`src/rtl/tdpt_pkg.sv`:
```
// Shared types for the trial-division prime test: controller states, commands and status.
`default_nettype none

package tdpt_pkg;

  typedef enum logic [1:0] {
    ST_IDLE,
    ST_CHECK,
    ST_DIV,
    ST_EVAL
  } tdpt_state_e;

  // Commands from the controller to the datapath.
  typedef struct packed {
    logic load;
    logic div_init;
    logic div_step;
    logic next_div;
    logic finish;
    logic verdict;
  } tdpt_cmd_t;

  // Status from the datapath to the controller.
  typedef struct packed {
    logic lt_two;
    logic sq_gt;
    logic last_bit;
    logic rem_zero;
  } tdpt_sts_t;

  localparam int unsigned FIRST_DIVISOR = 2;
  localparam int unsigned FIRST_SQUARE  = 4;

endpackage

`default_nettype wire

```
`src/rtl/tdpt_dp.sv`:
```
// Datapath: candidate, divisor and running square, bit-serial remainder unit and result register.
`default_nettype none

module tdpt_dp
  import tdpt_pkg::*;
#(
  parameter int unsigned VALUE_BITS = 36
) (
  input  wire                   clk_i,
  input  wire                   rst_ni,
  input  wire [VALUE_BITS-1:0]  candidate_i,
  input  wire tdpt_cmd_t        cmd_i,
  output tdpt_sts_t             sts_o,
  output logic                  done_o,
  output logic                  is_prime_o
);

  localparam int unsigned HALF_BITS = (VALUE_BITS + 1) / 2;
  localparam int unsigned DIV_BITS  = HALF_BITS + 1;
  localparam int unsigned SQ_BITS   = VALUE_BITS + 2;
  localparam int unsigned CNT_BITS  = $clog2(VALUE_BITS + 1);

  logic [VALUE_BITS-1:0] cand_q, cand_d;
  logic [VALUE_BITS-1:0] sh_q, sh_d;
  logic [DIV_BITS-1:0]   div_q, div_d;
  logic [SQ_BITS-1:0]    sq_q, sq_d;
  logic [DIV_BITS-1:0]   rem_q, rem_d;
  logic [CNT_BITS-1:0]   cnt_q, cnt_d;
  logic                  done_q, prime_q, prime_d;

  logic [DIV_BITS:0]     trial;
  logic [DIV_BITS:0]     trial_sub;
  logic                  trial_ge;

  assign trial     = {rem_q, sh_q[VALUE_BITS-1]};
  assign trial_sub = trial - {1'b0, div_q};
  assign trial_ge  = (trial >= {1'b0, div_q});

  always_comb begin
    cand_d  = cand_q;
    sh_d    = sh_q;
    div_d   = div_q;
    sq_d    = sq_q;
    rem_d   = rem_q;
    cnt_d   = cnt_q;
    prime_d = prime_q;
    if (cmd_i.load) begin
      cand_d = candidate_i;
      div_d  = DIV_BITS'(FIRST_DIVISOR);
      sq_d   = SQ_BITS'(FIRST_SQUARE);
    end
    if (cmd_i.div_init) begin
      sh_d  = cand_q;
      rem_d = '0;
      cnt_d = CNT_BITS'(VALUE_BITS);
    end
    if (cmd_i.div_step) begin
      sh_d  = {sh_q[VALUE_BITS-2:0], 1'b0};
      rem_d = trial_ge ? trial_sub[DIV_BITS-1:0] : trial[DIV_BITS-1:0];
      cnt_d = cnt_q - CNT_BITS'(1);
    end
    if (cmd_i.next_div) begin
      div_d = div_q + DIV_BITS'(1);
      sq_d  = sq_q + SQ_BITS'({div_q, 1'b1});
    end
    if (cmd_i.finish) begin
      prime_d = cmd_i.verdict;
    end
  end

  always_ff @(posedge clk_i) begin
    cand_q  <= cand_d;
    sh_q    <= sh_d;
    div_q   <= div_d;
    sq_q    <= sq_d;
    rem_q   <= rem_d;
    cnt_q   <= cnt_d;
    prime_q <= prime_d;
  end

  always_ff @(posedge clk_i or negedge rst_ni) begin
    if (!rst_ni) begin
      done_q <= 1'b0;
    end else begin
      done_q <= cmd_i.finish;
    end
  end

  assign sts_o.lt_two   = (cand_q[VALUE_BITS-1:1] == '0);
  assign sts_o.sq_gt    = (sq_q > {2'b00, cand_q});
  assign sts_o.last_bit = (cnt_q == CNT_BITS'(1));
  assign sts_o.rem_zero = (rem_q == '0);

  assign done_o     = done_q;
  assign is_prime_o = prime_q;

endmodule

`default_nettype wire

```
`config.mk`:
```
export PLATFORM = sky130hd
export DESIGN_NAME = tdpt_dp
export DESIGN_NICKNAME = d
export VERILOG_FILES = /design/src/rtl/tdpt_pkg.sv /design/src/rtl/tdpt_dp.sv
export SDC_FILE = /design/constraint.sdc
export NUM_CORES = 1
export LEC_CHECK = 0
export BUFFER_PORTS_ARGS = -buffer_cell sky130_fd_sc_hd__buf_2
export CORE_UTILIZATION = 59
export CTS_CLUSTER_SIZE = 28
export DETAILED_ROUTE_END_ITERATION = 8
export GPL_TIMING_DRIVEN = 0
export PLACE_DENSITY_LB_ADDON = 0.1
export SYNTH_ARGS = -nofsm -noshare
export SYNTH_HDL_FRONTEND = slang
export SYNTH_SLANG_ARGS = --single-unit
```
`constraint.sdc`:
```
create_clock -name clk_i -period 3.15 [get_ports clk_i]
set_input_delay 0.315 -clock clk_i [delete_from_list [all_inputs] [get_ports clk_i]]
set_output_delay 0.315 -clock clk_i [all_outputs]
set_load 0.01 [all_outputs]
```
==> results of run 1 <==
## state kept, by name, summed over array words and instances, names as in the netlist
register,cells
rem_q,19
div_q,19
sh_q,36
done_o,1
sq_q,38
cand_q,36
cnt_q,6
is_prime_o,1
## how the worst max path moves through the flow
| stage | startpoint | to | slack (ps) | cells past startpoint |
|---|---|---|---|---|
| 3_5_place_dp | div_q[0] | rem_q[17] | -450 | 11 |
| 5_1_grt | div_q[1] | sq_q[31] | 40 | 10 |
| 6_report | div_q[0] | sq_q[30] | 150 | 10 |
| 2_1_floorplan | div_q[0] | rem_q[17] | 260 | 11 |
| 3_3_place_gp | div_q[0] | rem_q[17] | -450 | 11 |
| 4_1_cts | div_q[1] | sq_q[32] | 50 | 9 |
## cells in the mapped netlist (all sizes together), types with 9 or more instances
cell type	instances
a211oi	11
a21o	27
a21oi	76
a22o	21
and3	12
clkbuf	18
edfxtp	154
ha	77
inv	75
mux2i	18
nand2	91
nand2b	10
nand3	17
nand4	14
nor2	69
nor3	13
nor4	15
o211ai	9
o21ai	51
or3	9
xnor2	34
xor2	13
## cells by family (layout without fill, tap and decap cells)
| kind of cell | count (synthesis) | count (layout) | synth area share (%) |
|---|---|---|---|
| AOI/OAI and AO/OA | 241 | 241 | 16.3 |
| DFF | 156 | 156 | 49.0 |
| muxes | 18 | 18 | 1.89 |
| xor gates and xnor gates | 47 | 47 | 4.32 |
| adders and majority gates | 79 | 79 | 10.5 |
| and+or+nand+nor | 279 | 279 | 13.9 |
| buffers and inverters | 100 | 195 | 4.05 |
## through the flow
stage / setup TNS (ps) / util (%) / worst slack, ps
after detailed placement: -6080 / 63.5 / -453
final: 0 / 68.5 / 150
after floorplan: 0 / - / 260
after global placement: -5800 / 63.5 / -448
after global routing: 0 / 68.5 / 36.9
after CTS: 0 / 67.8 / 51.4
## metal layers
layer	vias to the layer above	track usage, %	share of wire (%)
met3	49	4.75	4.4
met1	3486	35.6	43
met5	-	0	0
met2	197	48.5	49
li1	3570	-	-
met4	0	12.0	3.3
## cell usage in the layout, fill, tap and decap left out, types with 5 or more instances in the layout
cell type,Yosys,final
a21o_1,27,27
a31oi_1,6,6
inv_1,75,75
or3_1,9,9
o21bai_1,6,6
clkinv_8,0,5
buf_4,0,13
nand2_1,90,89
clkbuf_16,0,18
nand4_1,14,14
edfxtp_1,154,154
o21a_1,7,7
buf_2,3,49
xor2_1,13,13
nor4_1,15,15
a22o_1,21,21
o211ai_1,9,9
and3_1,12,12
clkbuf_1,18,18
nor3_1,13,13
nor2b_1,7,7
nor2_1,69,69
and2_1,6,6
a211oi_1,11,10
nand2b_1,10,10
o21ai_1,13,12
a21oi_1,76,75
mux2i_1,18,18
o21ai_0,38,38
nand3_1,17,17
xnor2_1,34,34
ha_1,77,77
## power groups by stage
stage | logic, mW | registers [mW] | clock network (mW)
after floorplan | 2.25 | 2.93 | 0
after global placement | 2.79 | 3.07 | 0
after detailed placement | 2.82 | 3.07 | 0
after CTS | 2.90 | 3.03 | 2.07
after global routing | 3.38 | 3.07 | 2.15
final | 3.05 | 3.04 | 2.07
## what timing repair did
| item | 4_1_cts | 5_1_grt |
|---|---|---|
| cloned | 0 | 1 |
| setup endpoints to repair | 19 | 17 |
| resized for setup | 6 | 7 |
| hold endpoints to repair | 2 | 0 |
| buffers inserted | 4 | 8 |
| pin swaps | 0 | 5 |
| hold buffers | 2 | 0 |
## final cells by class
type | instances | area share (%)
inverter | 76 | 2.63
clock inverter | 15 | 1.62
clock buffer | 17 | 3.92
tap | 216 | 2.49
timing repair buffer | 63 | 3.46
buffer | 24 | 1.05
sequential | 156 | 43.1
multi-input combinational | 664 | 41.7
==> results.md, run 1 <==
* Outcome: completed
* DR DRC count at 0
* First-pass GRT wire length at 35800 um
* Max-slew violation count at 0
* Gr usage total at 28.3%
* Seq. cell area at 4670 um2
* CTS Buffer Depth at 2
* Final setup vio count at 0
* Ys Warns at 0
* Number of flops mapped to enable cells by yosys at 154
* GP Congestion at 0.888
* Main area contributors after synthesis: edfxtp_1 48%, ha_1 10%, a21oi_1 4.0%, nand2_1 3.5%, xnor2_1 3.1%
* Crit-path slowest cell: fa_1
* Bufs and invs on worst path at 2
* Seq pwr share at 37.2%
* Num CTS Buffers at 17
* Netlist Area Pre-Place at 9540 um2
* Synthesized Nets at 1043
* Hold path start: candidate_i[35]
* Core area at 15800 um2
* CP Data Required Time at 3340 ps
* Root buffer cell: clkbuf_16
* Die width at 129 um
* Pint at 5.12 mW
* Final hold viol count at 0
* Die ar. at 16700 um2
* H-tree depth at 4
* Non-Filler Cell Area, Final at 10800 um2
* DR pass1 iterations at 5
* Clk network pwr share at 25.3%
* Reg2reg end: sq_q[30]
* Placed instance area at 10000 um2
* CTS sink cnt at 156
* Mapped Cells at 920
* Final min period at 3000 ps
* Final worst-path cycle share at 95.2%
* Post-Syn Area per Cell at 10.4 um2
* Die H at 129 um
* Non-Filler Instances at 1231
* R2R setup slack at 150 ps
* Slew @ Worst Pin at 961 ps
* Lkg Pwr at 4.55 nW
* Fillers at 1231
* Yosys cell types at 63
* Largest net degree at the start of global routing at 61
* Hold Path Depth at 1
* CP delay by family, top: compound AO/OA/AOI/OAI gates
* Share of cells above drive strength 1 at 11.2%
* Setup repair after global routing missed its margin: no
* Relative slew slack at 35.6%
* Initial antenna violation count at 0
* Switching fraction of total power at 37.2%
* Reg-to-reg startpoint: div_q[0]
* Boundary Pins at 50
* WP data arrival at 3190 ps
* Cell taking the most area after synthesis: edfxtp_1
* Hold WS at 47.8 ps
* DRT antenna net count at 0
* Via density per instance at 5.93
* Worst IR Drop VDD at 0.432 mV
* Final WL at 22300 um
* Share of the synthesized area in the top cell type at 48.5%
* Ys flop type: edfxtp_1
* Sw power at 3.03 mW
* Peak Freq at 333 MHz
* Syn-to-layout area delta at 13.7%
* Startpoint types: flip-flop
* Drt first-iter violations at 458
* Setup Crit Path Kind: flip-flop to flip-flop
* Remaining Overflow, GRT at 0
* Reg2reg path depth at 10
* Rows at 46
* Buffers on Ports at 48
* Max Fanout on Critical Path at 7
* WL/cell at 18.1 um
* Via count at 7302
* CTS tree: built
* Hold/Removal Path Class: primary input to flip-flop
* Dpl cells at 1184
* Layout Nets at 1125
* Clk Latency, worst-skew pair at 440 ps
* Max incr delay on CP at 470 ps
* Post-synthesis sequential area ratio at 49.0%
* ANT cells at 0
* Initial core utilization at 60.2%
* Gate power share at 37.4%
* Multi-input logic area at 4530 um2
* Synth Register Bits at 156
* Pwr Total at 8.15 mW
* Post-synth ARST share at 0.641%
* Setup Skew at 15.4 ps
* CP Cell Sequence: buf_4, fa_1, a21o_1, a21oi_1, o211ai_1, a31o_2, nand4_1, buf_4, a21oi_1, mux2i_1
* Vias in the first global route at 7143
* Hold EP: cand_q[35]
* Crit. End Element: flip-flop
* Clock Pin Slew Worst Setup and Hold Paths at 70 ps
* Power Density at 752 nW/um2
* Post-DP HPWL at 16100 um
* Max_cap viols at 0
Power figures use the tool's default switching activity.
==> run 2: changes to the inputs <==
--- a/config.mk
+++ b/config.mk
@@ -6,7 +6,9 @@
 export NUM_CORES = 1
 export LEC_CHECK = 0
 export BUFFER_PORTS_ARGS = -buffer_cell sky130_fd_sc_hd__buf_2
-export CORE_UTILIZATION = 59
+export CELL_PAD_IN_SITES_DETAIL_PLACEMENT = 1
+export CELL_PAD_IN_SITES_GLOBAL_PLACEMENT = 2
+export CORE_UTILIZATION = 41
 export CTS_CLUSTER_SIZE = 28
 export DETAILED_ROUTE_END_ITERATION = 8
 export GPL_TIMING_DRIVEN = 0
==> results.md, run 2 (synthesis results as in run 1) <==
* Outcome: completed
* Hold path start: candidate_i[33]
* CP Data Required Time at 3320 ps (-20 ps)
* Reg2reg end: sq_q[34]
* Via count at 7411 (+1.5%)
* Drt first-iter violations at 458 (unchanged)
* ANT cells at 0 (unchanged)
* Die H at 155 um (+20%)
* Seq pwr share at 36.8% (-0.4 points)
* Setup Crit Path Kind: flip-flop to flip-flop
* Pwr Total at 8.29 mW (+1.7%)
* DR pass1 iterations at 5 (unchanged)
* Share of cells above drive strength 1 at 11.0% (-0.24 points)
* Crit. End Element: flip-flop
* Largest net degree at the start of global routing at 61 (unchanged)
* Initial core utilization at 42.0% (-18 points)
* Final hold viol count at 0 (unchanged)
* Die width at 155 um (+20%)
* First-pass GRT wire length at 43100 um (+20%)
* Lkg Pwr at 4.54 nW (-0.32%)
* Hold Path Depth at 1 (unchanged)
* Post-route setup TNS at 0 ps (unchanged)
* Hold EP: cand_q[33]
* Power Density at 761 nW/um2 (+1.3%)
* Relative slew slack at 39.5% (+4.0 points)
* Final min period at 3020 ps (+20.7 ps)
* Placed instance area at 10100 um2 (+0.88%)
* Buffers on Ports at 48 (unchanged)
* Gate power share at 37.5% (about the same)
* GP Congestion at 0.811 (-8.8%)
* Clk network pwr share at 25.7% (+0.4 points)
* Dpl cells at 1253 (+5.8%)
* Boundary Pins at 50 (unchanged)
* Non-Filler Cell Area, Final at 10900 um2 (+0.40%)
* Die ar. at 23900 um2 (+43%)
* CP delay by family, top: compound AO/OA/AOI/OAI gates
* CTS Buffer Depth at 2 (unchanged)
* Largest regs: sq_q (38), cand_q (36), sh_q (36)
* Clk Latency, worst-skew pair at 430 ps (about the same)
* Peak Freq at 331 MHz (-0.68%)
* Commonest cells after routing, fill and taps aside: 154 x edfxtp_1, 90 x nand2_1, 77 x ha_1
* Syn-to-layout area delta at 14.1%
* Gr usage total at 23.8% (-4.5 points)
* Via density per instance at 5.72 (-3.5%)
* Root buffer cell: clkbuf_16
* Max Fanout on Critical Path at 7 (unchanged)
* Max_cap viols at 0 (unchanged)
* WL/cell at 21.2 um (+17%)
* Max reg flops at 38 (unchanged)
* DR DRC count at 0 (unchanged)
* R2R setup slack at 130 ps (-20 ps)
* Switching fraction of total power at 37.9% (+0.65 points)
* Final WL at 27400 um (+23%)
* Post-DP HPWL at 20100 um (+25%)
* Setup Skew at 12.2 ps (-3.20 ps)
* Max incr delay on CP at 460 ps (about the same)
* Pint at 5.15 mW (+0.62%)
* Remaining Overflow, GRT at 0 (unchanged)
* Clock Pin Slew Worst Setup and Hold Paths at 70 ps (about the same)
* Layout Nets at 1120 (-0.44%)
* CTS tree: built
* Worst IR Drop VDD at 0.360 mV (-17%)
* Initial antenna violation count at 1 (+1)
* Bufs and invs on worst path at 2 (unchanged)
* Vias in the first global route at 7487 (+4.8%)
* Commonest non-fill, non-tap cell in the layout: edfxtp_1
* Num CTS Buffers at 17 (unchanged)
* Sw power at 3.14 mW (+3.5%)
* Reg-to-reg startpoint: div_q[0]
* Final worst-path cycle share at 95.9% (+0.66 points)
* Non-Filler Instances at 1295 (+5.2%)
* Slew @ Worst Pin at 907 ps (-53.6 ps)
* DRT antenna net count at 0 (unchanged)
* Startpoint types: flip-flop
* Rows at 55 (+20%)
* Core area at 22700 um2 (+43%)
* WP data arrival at 3200 ps (about the same)
* CP Cell Sequence: buf_4, fa_1, a21o_1, a21oi_1, o211ai_1, a31o_2, nand4_1, buf_4, a21oi_1, mux2i_1
* CTS sink cnt at 156 (unchanged)
* Final setup vio count at 0 (unchanged)
* H-tree depth at 4 (unchanged)
* Max-slew violation count at 0 (unchanged)
* Hold/Removal Path Class: primary input to flip-flop
* Crit-path slowest cell: fa_1
* Reg2reg path depth at 10 (unchanged)
* Most flops, register: sq_q
## run 2: cell types whose count changed in the layout (fill, tap and decap cells not counted), moves of 2 or more
| cell | delta |
|---|---|
| buf_4 | -4 |
| clkinv_4 | +2 |
| inv_6 | +3 |
| clkinv_8 | -2 |
| inv_8 | -2 |
| clkinvlp_4 | -3 |
## run 2: layout make-up
cell class,instances,area [um2]
inverter,76,285
clock buffer,17,425
tap,285,357
fill,2502,11800
clock inverter,15,176
multi-input combinational,664,4540
sequential,156,4670
buffer,24,110
timing repair buffer,58,320
## run 2: worst max path at each step
stage	from	end	slack, ps	cells after the start
global route	sh_q[35]	rem_q[1]	-5	12
CTS	sh_q[35]	rem_q[1]	20	12
global placement	div_q[0]	rem_q[17]	-310	11
detailed placement	div_q[0]	rem_q[17]	-320	11
finish	div_q[0]	sq_q[34]	130	10
floorplan	div_q[0]	rem_q[17]	260	11
## run 2: layer usage
metal | global-route usage, % | vias up | routed length, um
met1 | 34.0 | 3701 | 13600
li1 | - | 3555 | -
met3 | 3.87 | 25 | 911
met4 | 6.32 | 2 | 492
met5 | 0 | - | 12
met2 | 37.3 | 128 | 12400
## run 2: stage by stage
stage	utilization [%]	hold WS [ps]	setup WS (ps)
finish	47.9	57.6	129
global route	47.9	37.3	-5.13
CTS	47.6	39.2	21.9
detailed placement	44.6	91.3	-321
global placement	44.6	89.9	-307
floorplan	-	19.4	260
## run 2: power by group through the flow
stage / sequential, mW / clock, mW / combinational, mW
after floorplan: 2.93 / 0 / 2.25
after global placement: 3.10 / 0 / 2.90
after detailed placement: 3.10 / 0 / 2.93
after CTS: 3.05 / 2.17 / 3.02
after global routing: 3.09 / 2.24 / 3.46
final: 3.05 / 2.13 / 3.11
## run 2: what timing repair did
action,4_1_cts,5_1_grt
pin swaps,0,4
setup endpoints to repair,21,29
endpoints found under the hold margin,2,0
gates resized for setup,7,7
buffers inserted,1,7
hold buffers,2,0
